[config.mk]
export PLATFORM = sky130hd
export DESIGN_NAME = stereo_peak_meter_with_hold
export DESIGN_NICKNAME = d
export VERILOG_FILES = /design/src/rtl/spm_pkg.sv /design/src/rtl/stereo_peak_meter_with_hold.sv /design/src/rtl/spm_ctrl.sv /design/src/rtl/spm_dpath.sv
export SDC_FILE = /design/constraint.sdc
export NUM_CORES = 2
export LEC_CHECK = 0
export BUFFER_PORTS_ARGS = -buffer_cell sky130_fd_sc_hd__buf_2
export CORE_MARGIN = 2
export CORE_UTILIZATION = 45
export CTS_BUF_LIST = sky130_fd_sc_hd__clkbuf_2
export DETAILED_ROUTE_END_ITERATION = 10
export PLACE_DENSITY = 0.63
export RECOVER_POWER = 100
export SLEW_MARGIN = 10
export SYNTH_ARGS = -nofsm -noshare
export SYNTH_HDL_FRONTEND = slang
export SYNTH_SLANG_ARGS = --single-unit
[constraint.sdc]
create_clock -name clk -period 26.1 [get_ports clk]
set_input_delay 3.915 -clock clk [delete_from_list [all_inputs] [get_ports clk]]
set_output_delay 3.915 -clock clk [all_outputs]
set_load 0.05 [all_outputs]
[src/rtl/spm_pkg.sv]
package spm_pkg;

	// Q16 level format: 65536 stands for full scale
	localparam int LEVEL_W = 17;
	localparam logic [LEVEL_W-1:0] ONE_Q16 = 17'h10000;
	// one segment step (1/32), used for hold capture rounding and drop threshold
	localparam logic [LEVEL_W-1:0] STEP_Q16 = 17'd2048;
	localparam int STEP_SHIFT = 11;
	// half an LSB of the segment index, for marker rounding
	localparam int HALF_Q16 = 32767;

	localparam int CFG_ADDR_W = 2;
	localparam int CFG_DATA_W = 17;
	localparam int CNT_W = 2;

	localparam logic [CNT_W-1:0] CHANNEL_COUNT_RST = 2'd2;
	localparam logic [LEVEL_W-1:0] PEAK_DECAY_RST = 17'd2621;
	localparam logic [LEVEL_W-1:0] SPEED_STEP_RST = 17'd524;

	typedef enum logic [CFG_ADDR_W-1:0] {
		REG_CHANNEL_COUNT = 2'd0,
		REG_PEAK_DECAY    = 2'd1,
		REG_SPEED_STEP    = 2'd2
	} reg_idx_t;

	// operand selection of the shared multiplier
	typedef enum logic [1:0] {
		MUL_SPEED,   // speed * speed
		MUL_SQUARE,  // product * product
		MUL_BY_S4    // product * speed^4
	} mul_op_t;

	typedef struct packed {
		logic    level_update;
		logic    tick_start;
		logic    mul_en;
		mul_op_t mul_op;
		logic    save_s4;
		logic    age;
		logic    ch;
		logic    mask_prep;
		logic    load_out;
	} dp_cmd_t;

endpackage

[src/rtl/stereo_peak_meter_with_hold.sv]
// Stereo LED-bar peak meter with a falling peak-hold marker, levels in unsigned
// Q16 (65536 = full scale, larger inputs saturate). A level transaction
// (tuser = 0) only raises the per-channel peaks. A tick transaction (tuser = 1)
// ages both channels and produces one result: the two segment masks and a
// redraw flag. A tick occupies the block: one shared 17x17 multiplier forms
// speed^12 in four registered steps per channel, and the steps of each channel
// are followed by one aging step for it; then one step stages the bar limits
// and one loads the output register. The output register holds a result until
// it is taken; level transactions are accepted meanwhile, and a following tick
// waits only at its final load step. Configuration must be written through
// cfg_we/cfg_addr/cfg_wdata while the block is idle; the block does not enforce this.
module stereo_peak_meter_with_hold #(
	parameter int SEGMENTS = 32
) (
	input  logic                            clk,
	input  logic                            arst_n,
	input  logic                            s_tvalid,
	output logic                            s_tready,
	input  logic [39:0]                     s_tdata,  // left_level[16:0], right_level[33:17]
	input  logic [0:0]                      s_tuser,  // operation
	output logic                            m_tvalid,
	input  logic                            m_tready,
	output logic [63:0]                     m_tdata,  // left_segments[31:0], right_segments[63:32]
	output logic [0:0]                      m_tuser,  // redraw
	input  logic                            cfg_we,
	input  logic [spm_pkg::CFG_ADDR_W-1:0]  cfg_addr,
	input  logic [spm_pkg::CFG_DATA_W-1:0]  cfg_wdata
);

	spm_pkg::dp_cmd_t cmd;
	logic [31:0]      left_segments;
	logic [31:0]      right_segments;
	logic             redraw;

	spm_ctrl u_ctrl (
		.clk       (clk),
		.arst_n    (arst_n),
		.s_tvalid  (s_tvalid),
		.operation (s_tuser[0]),
		.s_tready  (s_tready),
		.m_tready  (m_tready),
		.m_tvalid  (m_tvalid),
		.cmd       (cmd)
	);

	spm_dpath #(
		.SEGMENTS (SEGMENTS)
	) u_dpath (
		.clk            (clk),
		.arst_n         (arst_n),
		.cmd            (cmd),
		.cfg_we         (cfg_we),
		.cfg_addr       (cfg_addr),
		.cfg_wdata      (cfg_wdata),
		.left_level     (s_tdata[16:0]),
		.right_level    (s_tdata[33:17]),
		.left_segments  (left_segments),
		.right_segments (right_segments),
		.redraw         (redraw)
	);

	assign m_tdata = {right_segments, left_segments};
	assign m_tuser = redraw;

endmodule

[src/rtl/spm_ctrl.sv]
module spm_ctrl (
	input  logic              clk,
	input  logic              arst_n,
	input  logic              s_tvalid,
	input  logic              operation,
	output logic              s_tready,
	input  logic              m_tready,
	output logic              m_tvalid,
	output spm_pkg::dp_cmd_t  cmd
);

	typedef enum logic [2:0] {
		ST_IDLE,
		ST_SQ2,
		ST_SQ4,
		ST_SQ8,
		ST_SQ12,
		ST_AGE,
		ST_MASK,
		ST_EMIT
	} state_t;

	state_t state_q;
	logic   ch_q;
	logic   m_tvalid_q;
	logic   accept;
	logic   out_free;

	assign s_tready = (state_q == ST_IDLE);
	assign accept   = s_tvalid & s_tready;
	assign out_free = ~m_tvalid_q | m_tready;
	assign m_tvalid = m_tvalid_q;

	// sequence a tick: four multiplies and an aging step per channel, then masks
	always_ff @(posedge clk or negedge arst_n) begin
		if (!arst_n) begin
			state_q    <= ST_IDLE;
			ch_q       <= 1'b0;
			m_tvalid_q <= 1'b0;
		end else begin
			// raise the result flag on a load, drop it once taken
			if (state_q == ST_EMIT && out_free) begin
				m_tvalid_q <= 1'b1;
			end else if (m_tvalid_q && m_tready) begin
				m_tvalid_q <= 1'b0;
			end
			case (state_q)
				ST_IDLE: begin
					if (accept && operation) begin
						ch_q    <= 1'b0;
						state_q <= ST_SQ2;
					end
				end
				ST_SQ2:  state_q <= ST_SQ4;
				ST_SQ4:  state_q <= ST_SQ8;
				ST_SQ8:  state_q <= ST_SQ12;
				ST_SQ12: state_q <= ST_AGE;
				ST_AGE: begin
					if (!ch_q) begin
						ch_q    <= 1'b1;
						state_q <= ST_SQ2;
					end else begin
						state_q <= ST_MASK;
					end
				end
				ST_MASK: state_q <= ST_EMIT;
				ST_EMIT: begin
					if (out_free) begin
						state_q <= ST_IDLE;
					end
				end
				default: state_q <= ST_IDLE;
			endcase
		end
	end

	// decode datapath commands
	always_comb begin
		cmd              = '0;
		cmd.mul_op       = spm_pkg::MUL_SPEED;
		cmd.ch           = ch_q;
		cmd.level_update = accept & ~operation;
		cmd.tick_start   = accept & operation;
		case (state_q)
			ST_SQ2: begin
				cmd.mul_en = 1'b1;
				cmd.mul_op = spm_pkg::MUL_SPEED;
			end
			ST_SQ4: begin
				cmd.mul_en  = 1'b1;
				cmd.mul_op  = spm_pkg::MUL_SQUARE;
				cmd.save_s4 = 1'b1;
			end
			ST_SQ8: begin
				cmd.mul_en = 1'b1;
				cmd.mul_op = spm_pkg::MUL_SQUARE;
			end
			ST_SQ12: begin
				cmd.mul_en = 1'b1;
				cmd.mul_op = spm_pkg::MUL_BY_S4;
			end
			ST_AGE:  cmd.age = 1'b1;
			ST_MASK: cmd.mask_prep = 1'b1;
			ST_EMIT: cmd.load_out = out_free;
			default: ;
		endcase
	end

endmodule

[src/rtl/spm_dpath.sv]
module spm_dpath #(
	parameter int SEGMENTS = 32
) (
	input  logic                                clk,
	input  logic                                arst_n,
	input  spm_pkg::dp_cmd_t                    cmd,
	input  logic                                cfg_we,
	input  logic [spm_pkg::CFG_ADDR_W-1:0]      cfg_addr,
	input  logic [spm_pkg::CFG_DATA_W-1:0]      cfg_wdata,
	input  logic [spm_pkg::LEVEL_W-1:0]         left_level,
	input  logic [spm_pkg::LEVEL_W-1:0]         right_level,
	output logic [31:0]                         left_segments,
	output logic [31:0]                         right_segments,
	output logic                                redraw
);

	localparam int LW    = spm_pkg::LEVEL_W;
	localparam int LIM_W = LW + $clog2(SEGMENTS + 1);
	localparam int IDX_W = LIM_W - 16;
	localparam int CMP_W = (IDX_W + 1 > 6) ? IDX_W + 1 : 6;

	// configuration
	logic [spm_pkg::CNT_W-1:0] cnt_q;
	logic [LW-1:0]             decay_q;
	logic [LW-1:0]             step_q;

	// meter state
	logic [LW-1:0] peak_q [2];
	logic [LW-1:0] hold_q [2];
	logic          valid_q [2];
	logic [LW-1:0] speed_q [2];
	logic [LW-1:0] last_peak_q [2];
	logic [LW:0]   last_hold_q [2];
	logic          changed_q;

	// multiplier and mask staging
	logic [LW-1:0]  p_q;
	logic [LW-1:0]  s4_q;
	logic [IDX_W-1:0] lim_hi_q [2];
	logic [IDX_W:0]   mark_q [2];
	logic [31:0]      out_left_q;
	logic [31:0]      out_right_q;
	logic             redraw_q;

	logic [LW-1:0]   lv [2];
	logic [LW-1:0]   mul_a;
	logic [LW-1:0]   mul_b;
	logic [2*LW-1:0] prod;

	logic [LW-1:0] sel_peak;
	logic [LW-1:0] h0;
	logic [LW-1:0] h1;
	logic [LW-1:0] h2;
	logic [LW:0]   spd_sum;
	logic [LW-1:0] spd_sat;
	logic [LW-1:0] spd_new;
	logic [LW:0]   rnd_sum;
	logic [LW-1:0] rounded;
	logic          recap;
	logic          keep;
	logic [LW-1:0] hold_new;
	logic [LW-1:0] peak_new;
	logic [LW:0]   code_new;
	logic          differs;

	logic [LIM_W-1:0] lim_full [2];
	logic [LIM_W-1:0] dpos [2];
	logic [LIM_W:0]   dmark [2];
	logic [31:0]      mask [2];

	// saturate incoming levels
	assign lv[0] = (left_level > spm_pkg::ONE_Q16) ? spm_pkg::ONE_Q16 : left_level;
	assign lv[1] = (right_level > spm_pkg::ONE_Q16) ? spm_pkg::ONE_Q16 : right_level;

	// shared multiplier operands
	always_comb begin
		case (cmd.mul_op)
			spm_pkg::MUL_SPEED: begin
				mul_a = speed_q[cmd.ch];
				mul_b = speed_q[cmd.ch];
			end
			spm_pkg::MUL_SQUARE: begin
				mul_a = p_q;
				mul_b = p_q;
			end
			spm_pkg::MUL_BY_S4: begin
				mul_a = p_q;
				mul_b = s4_q;
			end
			default: begin
				mul_a = p_q;
				mul_b = p_q;
			end
		endcase
	end
	assign prod = mul_a * mul_b;

	// age one channel: drop by speed^12, recapture on a higher peak, decay the peak
	always_comb begin
		sel_peak = peak_q[cmd.ch];
		h0       = valid_q[cmd.ch] ? hold_q[cmd.ch] : '0;
		h1       = (h0 > p_q) ? h0 - p_q : '0;
		spd_sum  = {1'b0, speed_q[cmd.ch]} + {1'b0, step_q};
		spd_sat  = (spd_sum > {1'b0, spm_pkg::ONE_Q16}) ? spm_pkg::ONE_Q16 : spd_sum[LW-1:0];
		rnd_sum  = {1'b0, sel_peak} + (LW+1)'(spm_pkg::STEP_Q16 - 1'b1);
		rounded  = {rnd_sum[LW-1:spm_pkg::STEP_SHIFT], {spm_pkg::STEP_SHIFT{1'b0}}};
		recap    = (h1 < sel_peak);
		h2       = recap ? rounded : h1;
		spd_new  = recap ? '0 : spd_sat;
		keep     = (h2 > spm_pkg::STEP_Q16);
		hold_new = keep ? h2 : '0;
		peak_new = (sel_peak > decay_q) ? sel_peak - decay_q : '0;
		code_new = {keep, hold_new};
		differs  = (peak_new != last_peak_q[cmd.ch]) || (code_new != last_hold_q[cmd.ch]);
	end

	// configuration writes and meter state
	always_ff @(posedge clk or negedge arst_n) begin
		if (!arst_n) begin
			cnt_q     <= spm_pkg::CHANNEL_COUNT_RST;
			decay_q   <= spm_pkg::PEAK_DECAY_RST;
			step_q    <= spm_pkg::SPEED_STEP_RST;
			changed_q <= 1'b0;
			for (int c = 0; c < 2; c++) begin
				peak_q[c]      <= '0;
				hold_q[c]      <= '0;
				valid_q[c]     <= 1'b0;
				speed_q[c]     <= '0;
				last_peak_q[c] <= '0;
				last_hold_q[c] <= {1'b1, {LW{1'b0}}};
			end
		end else begin
			if (cfg_we) begin
				case (cfg_addr)
					spm_pkg::REG_CHANNEL_COUNT: cnt_q <= cfg_wdata[spm_pkg::CNT_W-1:0];
					spm_pkg::REG_PEAK_DECAY:    decay_q <= cfg_wdata;
					spm_pkg::REG_SPEED_STEP:    step_q <= cfg_wdata;
					default: ;
				endcase
			end
			if (cmd.level_update) begin
				for (int c = 0; c < 2; c++) begin
					if (lv[c] > peak_q[c]) begin
						peak_q[c] <= lv[c];
					end
				end
			end
			if (cmd.tick_start) begin
				changed_q <= 1'b0;
			end
			if (cmd.age) begin
				peak_q[cmd.ch]      <= peak_new;
				hold_q[cmd.ch]      <= hold_new;
				valid_q[cmd.ch]     <= keep;
				speed_q[cmd.ch]     <= spd_new;
				last_peak_q[cmd.ch] <= peak_new;
				last_hold_q[cmd.ch] <= code_new;
				if (differs) begin
					changed_q <= 1'b1;
				end
			end
		end
	end

	// bar limit and marker index per channel
	always_comb begin
		for (int c = 0; c < 2; c++) begin
			lim_full[c] = LIM_W'(peak_q[c]) * LIM_W'(SEGMENTS);
			dpos[c]     = LIM_W'(hold_q[c]) * LIM_W'(SEGMENTS - 1);
			dmark[c]    = (LIM_W+1)'(dpos[c]) + (LIM_W+1)'(spm_pkg::HALF_Q16);
		end
	end

	// light segments up to the bar limit, plus the marker
	always_comb begin
		for (int c = 0; c < 2; c++) begin
			mask[c] = '0;
			for (int i = 0; i < 32; i++) begin
				if (i < SEGMENTS) begin
					mask[c][i] = (CMP_W'(i) <= CMP_W'(lim_hi_q[c]))
						|| (valid_q[c] && (CMP_W'(i) == CMP_W'(mark_q[c])));
				end
			end
		end
	end

	// product, mask staging and result registers
	always_ff @(posedge clk) begin
		if (cmd.mul_en) begin
			p_q <= prod[LW+15:16];
		end
		if (cmd.save_s4) begin
			s4_q <= prod[LW+15:16];
		end
		if (cmd.mask_prep) begin
			for (int c = 0; c < 2; c++) begin
				lim_hi_q[c] <= lim_full[c][LIM_W-1:16];
				mark_q[c]   <= dmark[c][LIM_W:16];
			end
		end
		if (cmd.load_out) begin
			out_left_q  <= (cnt_q != '0) ? mask[0] : '0;
			out_right_q <= cnt_q[1] ? mask[1] : '0;
			redraw_q    <= changed_q;
		end
	end

	assign left_segments  = out_left_q;
	assign right_segments = out_right_q;
	assign redraw         = redraw_q;

endmodule

Word level (Yosys, flattened, before mapping)
Memories as Yosys holds them, arrays and structs flattened.
Cells that the tools add are included.
W data, S select, Z words.
Word-level totals
  register bits: 315
  memories kept: 2
  RAM bits: 26
  logic and storage cells: 399
Cells by class
  mux-type cells: 65
  reductions and logical operators: 141
  bitwise logic cells: 7
  multipliers: 3
  order comparisons: 73
  add/subtract/negate cells: 6
  eq/ne operators: 76
Memory list
  u_dpath.mark_q: depth 2, width 7, read ports 2, clocked after memory_dff 0, wr ports 2, RTL line spm_dpath.sv:40  | logic [IDX_W:0] mark_q [2];
  u_dpath.lim_hi_q: depth 2, width 6, read ports 2, clocked after memory_dff 0, wr ports 2, RTL line spm_dpath.sv:39  | logic [IDX_W-1:0] lim_hi_q [2];
Operators with widths (number)
  $mux W17: 25
  $eq A5 B8 Y1 const A: 32
  $le A5 B7 Y1 const A: 32
  $bwmux W34: 4
  $eq A4 B8 Y1 const A: 16
  $le A4 B7 Y1 const A: 16
  $mux W18: 4
  $gt A17 B17 Y1: 4
  $mux W34: 2
  $logic_and A1 B1 Y1: 66
  $eq A3 B8 Y1 const A: 8
  $logic_or A1 B1 Y1: 63
  $le A3 B7 Y1 const A: 8
  $add A22 B15 Y23 const B: 2
  $mul A17 B5 Y22 const B: 2
  $bwmux W36: 1
  $gt A17 B17 Y1 const B: 2
  $pmux W17 S2: 1
  $sub A17 B17 Y17: 2
  $mul A17 B17 Y33: 1
  $eq A2 B8 Y1 const A: 4
  $le A2 B7 Y1 const A: 4
  $pmux W3 S8: 1
  $add A17 B17 Y18: 1
  other kinds (34): 70

Longest topological paths before layout
  depth in word-level cells: 15
  mapped depth: 36

Modules after synthesis
From an unflattened synthesis, not the netlist that was laid out.
Second synthesis, totals
  cells, all modules: 3413
  area total of the unflattened synthesis: 31798.0 um^2
By module, submodules not included
  spm_dpath: area an instance 31473.9 um^2, times used 1, cells an instance 3374
  spm_ctrl: area an instance 324.1 um^2, times used 1, cells an instance 39

Least setup slack after synthesis
OpenSTA, ideal clock, no wires.
  kind: register -> register
  start: register u_ctrl.ch_q
  end: register u_dpath.p_q[16] (data pin)
  required time: 25836 ps
  arrival: 7915 ps
  cell stages (with the launch flop): 32
  library setup time: 264 ps
  slack: 17921 ps
  path buffers: 7
  period minus slack after synthesis: 8179 ps
  cell sequence: dfrtp_1 buf_2 buf_2 buf_2 buf_2 buf_2 buf_2 mux2i_1 a21oi_1 clkbuf_1 nand2_1 fa_1 inv_1 fa_1 fa_1 fa_1 inv_1 fa_1 inv_1 fa_1 ha_1 a21o_1 a21o_1 a21oi_1 o21bai_1 a21oi_1 a21boi_0 o211ai_1 o21ai_0 a211o_1 a21oi_1 xnor2_1
Between the ends
  word-level cells in the longest chain between the ends: 6
  elaborated cells between the ends (all ways): 7
  those cells by class: mul: 1; mux: 5; bitwise: 1
Ends and longest elaborated chain
  start, declared: RTL line spm_ctrl.sv:24  | logic ch_q;
  start signal, assigned: RTL line spm_ctrl.sv:38  | ch_q <= 1'b0;
  start signal, assigned: RTL line spm_ctrl.sv:50  | ch_q <= 1'b0;
  start signal, assigned: RTL line spm_ctrl.sv:60  | ch_q <= 1'b1;
  $not A1 Y2 (not written as such) (*): RTL line spm_dpath.sv:79, spm_dpath.sv:80
  $mux W17 (not written as such) (*) (3 in series): RTL line spm_dpath.sv:79, spm_dpath.sv:80
  $pmux W17 S2 or $mux W17 (tied branches): RTL line spm_dpath.sv:77  | case (cmd.mul_op)
  $mul A17 B17 Y33 (*): RTL line spm_dpath.sv:96  | assign prod = mul_a * mul_b;
  via u_dpath.prod[32]: RTL line spm_dpath.sv:48  | logic [2*LW-1:0] prod;
  end signal, assigned: RTL line spm_dpath.sv:190  | p_q <= prod[LW+15:16];
  end, declared: RTL line spm_dpath.sv:37  | logic [LW-1:0] p_q;
Mark *: on every way through the listed nets, which the timed path passes. The rest lies on a longest branch. The select of a mux whose other input is x is not followed.
A chain may end at the register's enable or synchronous reset.

Worst setup path in the final report
  start: register u_ctrl.ch_q
  end: register u_dpath.changed_q
Between the ends
  word-level cells in the longest chain between the ends: 15
  elaborated cells between the ends (all ways): 33
  those cells by class: add/sub: 3; order compare: 4; eq/ne: 2; mux: 22; bitwise: 1; reduce/logical: 1
Ends and longest elaborated chain
  $not A1 Y2 (not written as such) (*): RTL line spm_dpath.sv:100, spm_dpath.sv:101, spm_dpath.sv:114
  $mux W17 (not written as such) or $mux W1 (tied branches) (3 in series): RTL line spm_dpath.sv:101  | h0 = valid_q[cmd.ch] ? hold_q[cmd.ch] : '0;
  $mux W17: RTL line spm_dpath.sv:101
  $sub A17 B17 Y17 or $gt A17 B17 Y1 (tied branches): RTL line spm_dpath.sv:102  | h1 = (h0 > p_q) ? h0 - p_q : '0;
  $mux W17: RTL line spm_dpath.sv:102
  $lt A17 B17 Y1: RTL line spm_dpath.sv:107  | recap = (h1 < sel_peak);
  $mux W17: RTL line spm_dpath.sv:108  | h2 = recap ? rounded : h1;
  $gt A17 B12 Y1: RTL line spm_dpath.sv:110  | keep = (h2 > spm_pkg::STEP_Q16);
  $mux W17: RTL line spm_dpath.sv:111  | hold_new = keep ? h2 : '0;
  $ne A18 B18 Y1: RTL line spm_dpath.sv:114  | differs = (peak_new != last_peak_q[cmd.ch]) || (code_new != last_hold_q[cmd.ch]);
  $logic_or A1 B1 Y1 (*): RTL line spm_dpath.sv:114
  $mux W1 (*): RTL line spm_dpath.sv:158  | if (differs) begin
  $mux W1 (*): RTL line spm_dpath.sv:151  | if (cmd.age) begin
  end signal, assigned: RTL line spm_dpath.sv:123  | changed_q <= 1'b0;
  end signal, assigned: RTL line spm_dpath.sv:149  | changed_q <= 1'b0;
  end signal, assigned: RTL line spm_dpath.sv:159  | changed_q <= 1'b1;
  end, declared: RTL line spm_dpath.sv:34  | logic changed_q;
Mark *: on every way between the ends. The rest lies on a longest branch, timed or not. The select of a mux whose other input is x is not followed.

==> impl_metrics.py <==
metrics = {
    "route": {
        "remaining_drc_errors": 0,
        "first_iter_violations": 1803,
        "dr.pass1.iters": 6,
        "totalWireLength_um": 82800,
        "route.antenna.remaining_nets": 0,
        "drt-wirelength-per-cell_um": 18.2,
        "viasPerCell": 5.41,
        "via_count": 24600,
    },
    "floorplanning": {
        "die_x_um": 269,
        "initial_utilization_pct": 45.3,
        "die_h_um": 269,
        "rows": 97,
        "core_region_area_um2": 69800,
        "die-area_um2": 72300,
        "ioPinCount": 132,
    },
    "layout": {
        "layout_common_cells": "486 x sky130_fd_sc_hd__nand2_1, 484 x sky130_fd_sc_hd__inv_1, 312 x sky130_fd_sc_hd__fa_1",
        "final_common_cell": "sky130_fd_sc_hd__nand2_1",
        "post_route_cells_drive_above_1_share_pct": 9.21,
        "num-nets-final": 4196,
        "syn_to_final_growth_pct": 7.08,
    },
    "clocking": {
        "cts_htree_levels": 3,
        "numClockSinks": 307,
        "post_cts.repair.setup_buffers": 0,
        "cts_resized": 0,
        "clock_tree.root_cell": "sky130_fd_sc_hd__clkbuf_2",
        "cts-root-to-sink-buffers": 3,
        "insertion_delay_to_the_later_sink_of_the_worst_skew_pair_ps": 1150,
        "hold_buffers": 0,
        "clkTransAtPathRegs_ps": 110,
        "tritoncts": "built",
        "numCtsBuffers": 83,
    },
    "worst_setup_path": {
        "nature_of_the_critical_path_endpoint": "flip-flop",
        "critical_path_arrival_ps": 15210,
        "worstSetupStartpointType": "flip-flop",
        "highest_net_fanout_along_the_worst_path": 46,
        "worstReg2RegStart": "u_ctrl.ch_q",
        "timing.critical_path.required_ps": 27050,
        "worst-r2r-cell-count": 26,
        "path_class": "flip-flop to flip-flop",
        "regToRegEndpoint": "u_dpath.changed_q",
        "reg2reg_setup_slack_ps": 11840,
    },
    "placement": {
        "place.gp.congestion": 0.926,
        "post-dp-hpwl_um": 65200,
        "portBuffers": 125,
    },
    "synthesis": {
        "synthFlopType": "sky130_fd_sc_hd__dfrtp_1",
        "syn-cell-area_um2": 31600,
        "number_of_enable_flip_flop_cells_after_synthesis": 125,
        "number_of_distinct_library_cell_variants_in_the_gate_level_netlist_after_synthesis": 84,
        "synth_fp_nets": 4079,
        "post_synth_inst_count": 3417,
        "synth_seq_cells": 307,
        "syn_avg_cell_area_um2": 9.25,
        "asyncSetResetFlopFracSynth_pct": 59.3,
        "synth_sequential_area_ratio_pct": 26.3,
        "yosys_warnings": 0,
    },
    "grt": {
        "grt_start_max_net_pins": 89,
        "gr-usage-all-layers_pct": 23.6,
        "number_of_antenna_violations_at_the_first_check_in_global_routing": 5,
        "first_global_vias": 24700,
        "global_route_wire_length_before_repair_um": 133000,
        "globalRouteOverflowTotal": 0,
    },
    "timing": {
        "final_min_period_over_clock_period_pct": 54.6,
        "setup_total_negative_slack_ps": 0,
        "max_slew.worst_pin.slew_ps": 3800,
        "report.final.hold_viol_count": 0,
        "report.final.slew_viol_count": 476,
        "timing.fmax_ghz": 0.0701,
        "fin_crit_ps": 14260,
        "finalSetupViolations": 0,
        "timing.clock.skew_ps": 134,
        "grt_setup_unrepaired": "false",
        "maxSlewHeadroom_pct": -153,
    },
    "outcome": {
        "violations_in_the_final_reports": "capacitance limit, slew limit",
        "outcome": "finished with violations",
    },
    "worst_hold_path": {
        "min_delay_path_depth": 0,
        "holdCritStartpoint": "u_dpath.changed_q",
        "timing.hold.worst.class": "flip-flop to flip-flop",
        "timing.hold.worst_endpoint": "u_dpath.redraw",
    },
    "job": {
        "maximum_capacitance_violations": 11,
    },
}
==> synthesized netlist by cell type (9+ instances only) <==
library cell / count / area share [%]
sky130_fd_sc_hd__nand2_1: 486 / 5.8
sky130_fd_sc_hd__inv_1: 484 / 5.8
sky130_fd_sc_hd__fa_1: 312 / 20
sky130_fd_sc_hd__ha_1: 285 / 11
sky130_fd_sc_hd__nor2_1: 195 / 2.3
sky130_fd_sc_hd__dfrtp_1: 169 / 13
sky130_fd_sc_hd__o21ai_0: 146 / 2.3
sky130_fd_sc_hd__edfxtp_1: 125 / 12
sky130_fd_sc_hd__a21oi_1: 110 / 1.7
sky130_fd_sc_hd__clkbuf_1: 108 / 1.3
sky130_fd_sc_hd__mux2i_1: 85 / 2.7
sky130_fd_sc_hd__nor2b_1: 75 / 1.5
sky130_fd_sc_hd__nand3_1: 58 / 0.92
sky130_fd_sc_hd__xnor2_1: 54 / 1.5
sky130_fd_sc_hd__o21a_1: 51 / 1.2
sky130_fd_sc_hd__mux2_2: 50 / 1.8
sky130_fd_sc_hd__a31oi_1: 39 / 0.77
sky130_fd_sc_hd__nand4_1: 39 / 0.77
sky130_fd_sc_hd__nand2b_1: 38 / 0.75
sky130_fd_sc_hd__nor3_1: 38 / 0.60
sky130_fd_sc_hd__a21o_1: 37 / 0.88
sky130_fd_sc_hd__o31ai_1: 36 / 0.86
sky130_fd_sc_hd__xor2_1: 33 / 0.91
sky130_fd_sc_hd__and2_1: 31 / 0.61
sky130_fd_sc_hd__o21ai_1: 26 / 0.41
sky130_fd_sc_hd__nor4_1: 24 / 0.48
sky130_fd_sc_hd__buf_2: 18 / 0.29
sky130_fd_sc_hd__o211ai_1: 18 / 0.43
sky130_fd_sc_hd__a21boi_0: 16 / 0.38
sky130_fd_sc_hd__a221oi_1: 15 / 0.42
sky130_fd_sc_hd__or2_2: 15 / 0.30
sky130_fd_sc_hd__a211oi_1: 13 / 0.31
sky130_fd_sc_hd__and3_1: 13 / 0.26
sky130_fd_sc_hd__dfstp_2: 13 / 1.1
sky130_fd_sc_hd__or3_1: 13 / 0.26
sky130_fd_sc_hd__a22oi_1: 12 / 0.29
sky130_fd_sc_hd__o21bai_1: 12 / 0.29
sky130_fd_sc_hd__buf_1: 9 / 0.11
sky130_fd_sc_hd__nor3b_1: 9 / 0.21
==> metal layers <==
metal	vias to the layer above	GRT usage [%]	routed length, um	share of wire [%]
li1	11800	-	-	-
met1	12000	29.9	35100	42
met2	659	40.1	40200	49
met3	182	4.00	4340	5.2
met4	4	9.16	3140	3.8
met5	-	0	27	0.033
==> cells by family after synthesis <==
logic type	share of synthesized area (%)
simple gates	15.4
buf+inv	7.52
compound gates	12.7
fa+ha+maj	31.1
flops	26.3
mux	4.52
xor+xnor	2.41
==> per-stage QoR <==
step	setup WS [ps]	instances	hold WS [ps]	area [um2]	utilization, %
after floorplan	17920	3417	425	31600	-
after global placement	16970	4389	433	33300	47.7
after detailed placement	16970	4389	444	33300	47.7
after CTS	16900	4532	442	34000	48.7
after global routing	10940	4537	452	33800	48.5
final	11840	4539	447	33800	48.5
==> worst max-delay path by stage <==
stage,end,cells past startpoint,slack [ps],start
5_1_grt,u_dpath.changed_q,26,10940,u_ctrl.ch_q
3_5_place_dp,u_dpath.p_q[16],28,16970,u_ctrl.state_q[2]
3_3_place_gp,u_dpath.p_q[16],29,16970,u_ctrl.state_q[1]
2_1_floorplan,u_dpath.p_q[16],31,17920,u_ctrl.ch_q
4_1_cts,u_dpath.p_q[16],28,16900,u_ctrl.state_q[2]
6_report,u_dpath.changed_q,26,11840,u_ctrl.ch_q
==> sequential cells by signal, indices dropped and copies added, names as in the netlist, 32 cells and up <==
register and cells:
u_dpath.last_peak_q 34, u_dpath.peak_q 34, u_dpath.last_hold_q 36, u_dpath.speed_q 34
u_dpath.left_segments 32, u_dpath.right_segments 32
==> worst max-delay path: stages, from the launching register on <==
cell and delay, ps:
sky130_fd_sc_hd__dfrtp_1 990, sky130_fd_sc_hd__clkbuf_1 1800, sky130_fd_sc_hd__clkbuf_1 2040, sky130_fd_sc_hd__o21ai_0 850, sky130_fd_sc_hd__nand2b_1 260, sky130_fd_sc_hd__ha_1 200, sky130_fd_sc_hd__inv_1 60, sky130_fd_sc_hd__fa_1 410
sky130_fd_sc_hd__a21oi_1 310, sky130_fd_sc_hd__a21oi_1 180, sky130_fd_sc_hd__o2111a_1 290, sky130_fd_sc_hd__o21ai_0 340, sky130_fd_sc_hd__a21oi_1 110, sky130_fd_sc_hd__a311oi_1 500, sky130_fd_sc_hd__nor2b_1 210, sky130_fd_sc_hd__ha_1 250
sky130_fd_sc_hd__nand4_1 170, sky130_fd_sc_hd__nor4_1 80, sky130_fd_sc_hd__a221oi_1 290, sky130_fd_sc_hd__nand3_1 170, sky130_fd_sc_hd__a211oi_1 960, sky130_fd_sc_hd__mux2_1 420, sky130_fd_sc_hd__nand3_1 150, sky130_fd_sc_hd__o31ai_1 1920
sky130_fd_sc_hd__o21ai_0 470, sky130_fd_sc_hd__and3_1 340, sky130_fd_sc_hd__a41oi_2 260
==> layout make-up <==
class | count | area [um2]
diodes | 7 | 17.5
repair buffers | 170 | 830
clock inverters | 21 | 135
multi-input cells | 2488 | 20900
flip-flops and latches | 307 | 8320
inverters | 484 | 1820
clock buffers | 122 | 611
well taps | 940 | 1180
fillers | 6761 | 36000
Power is not shown: default switching activity piles up to over one toggle a cycle in this logic, so the estimate is an artifact.
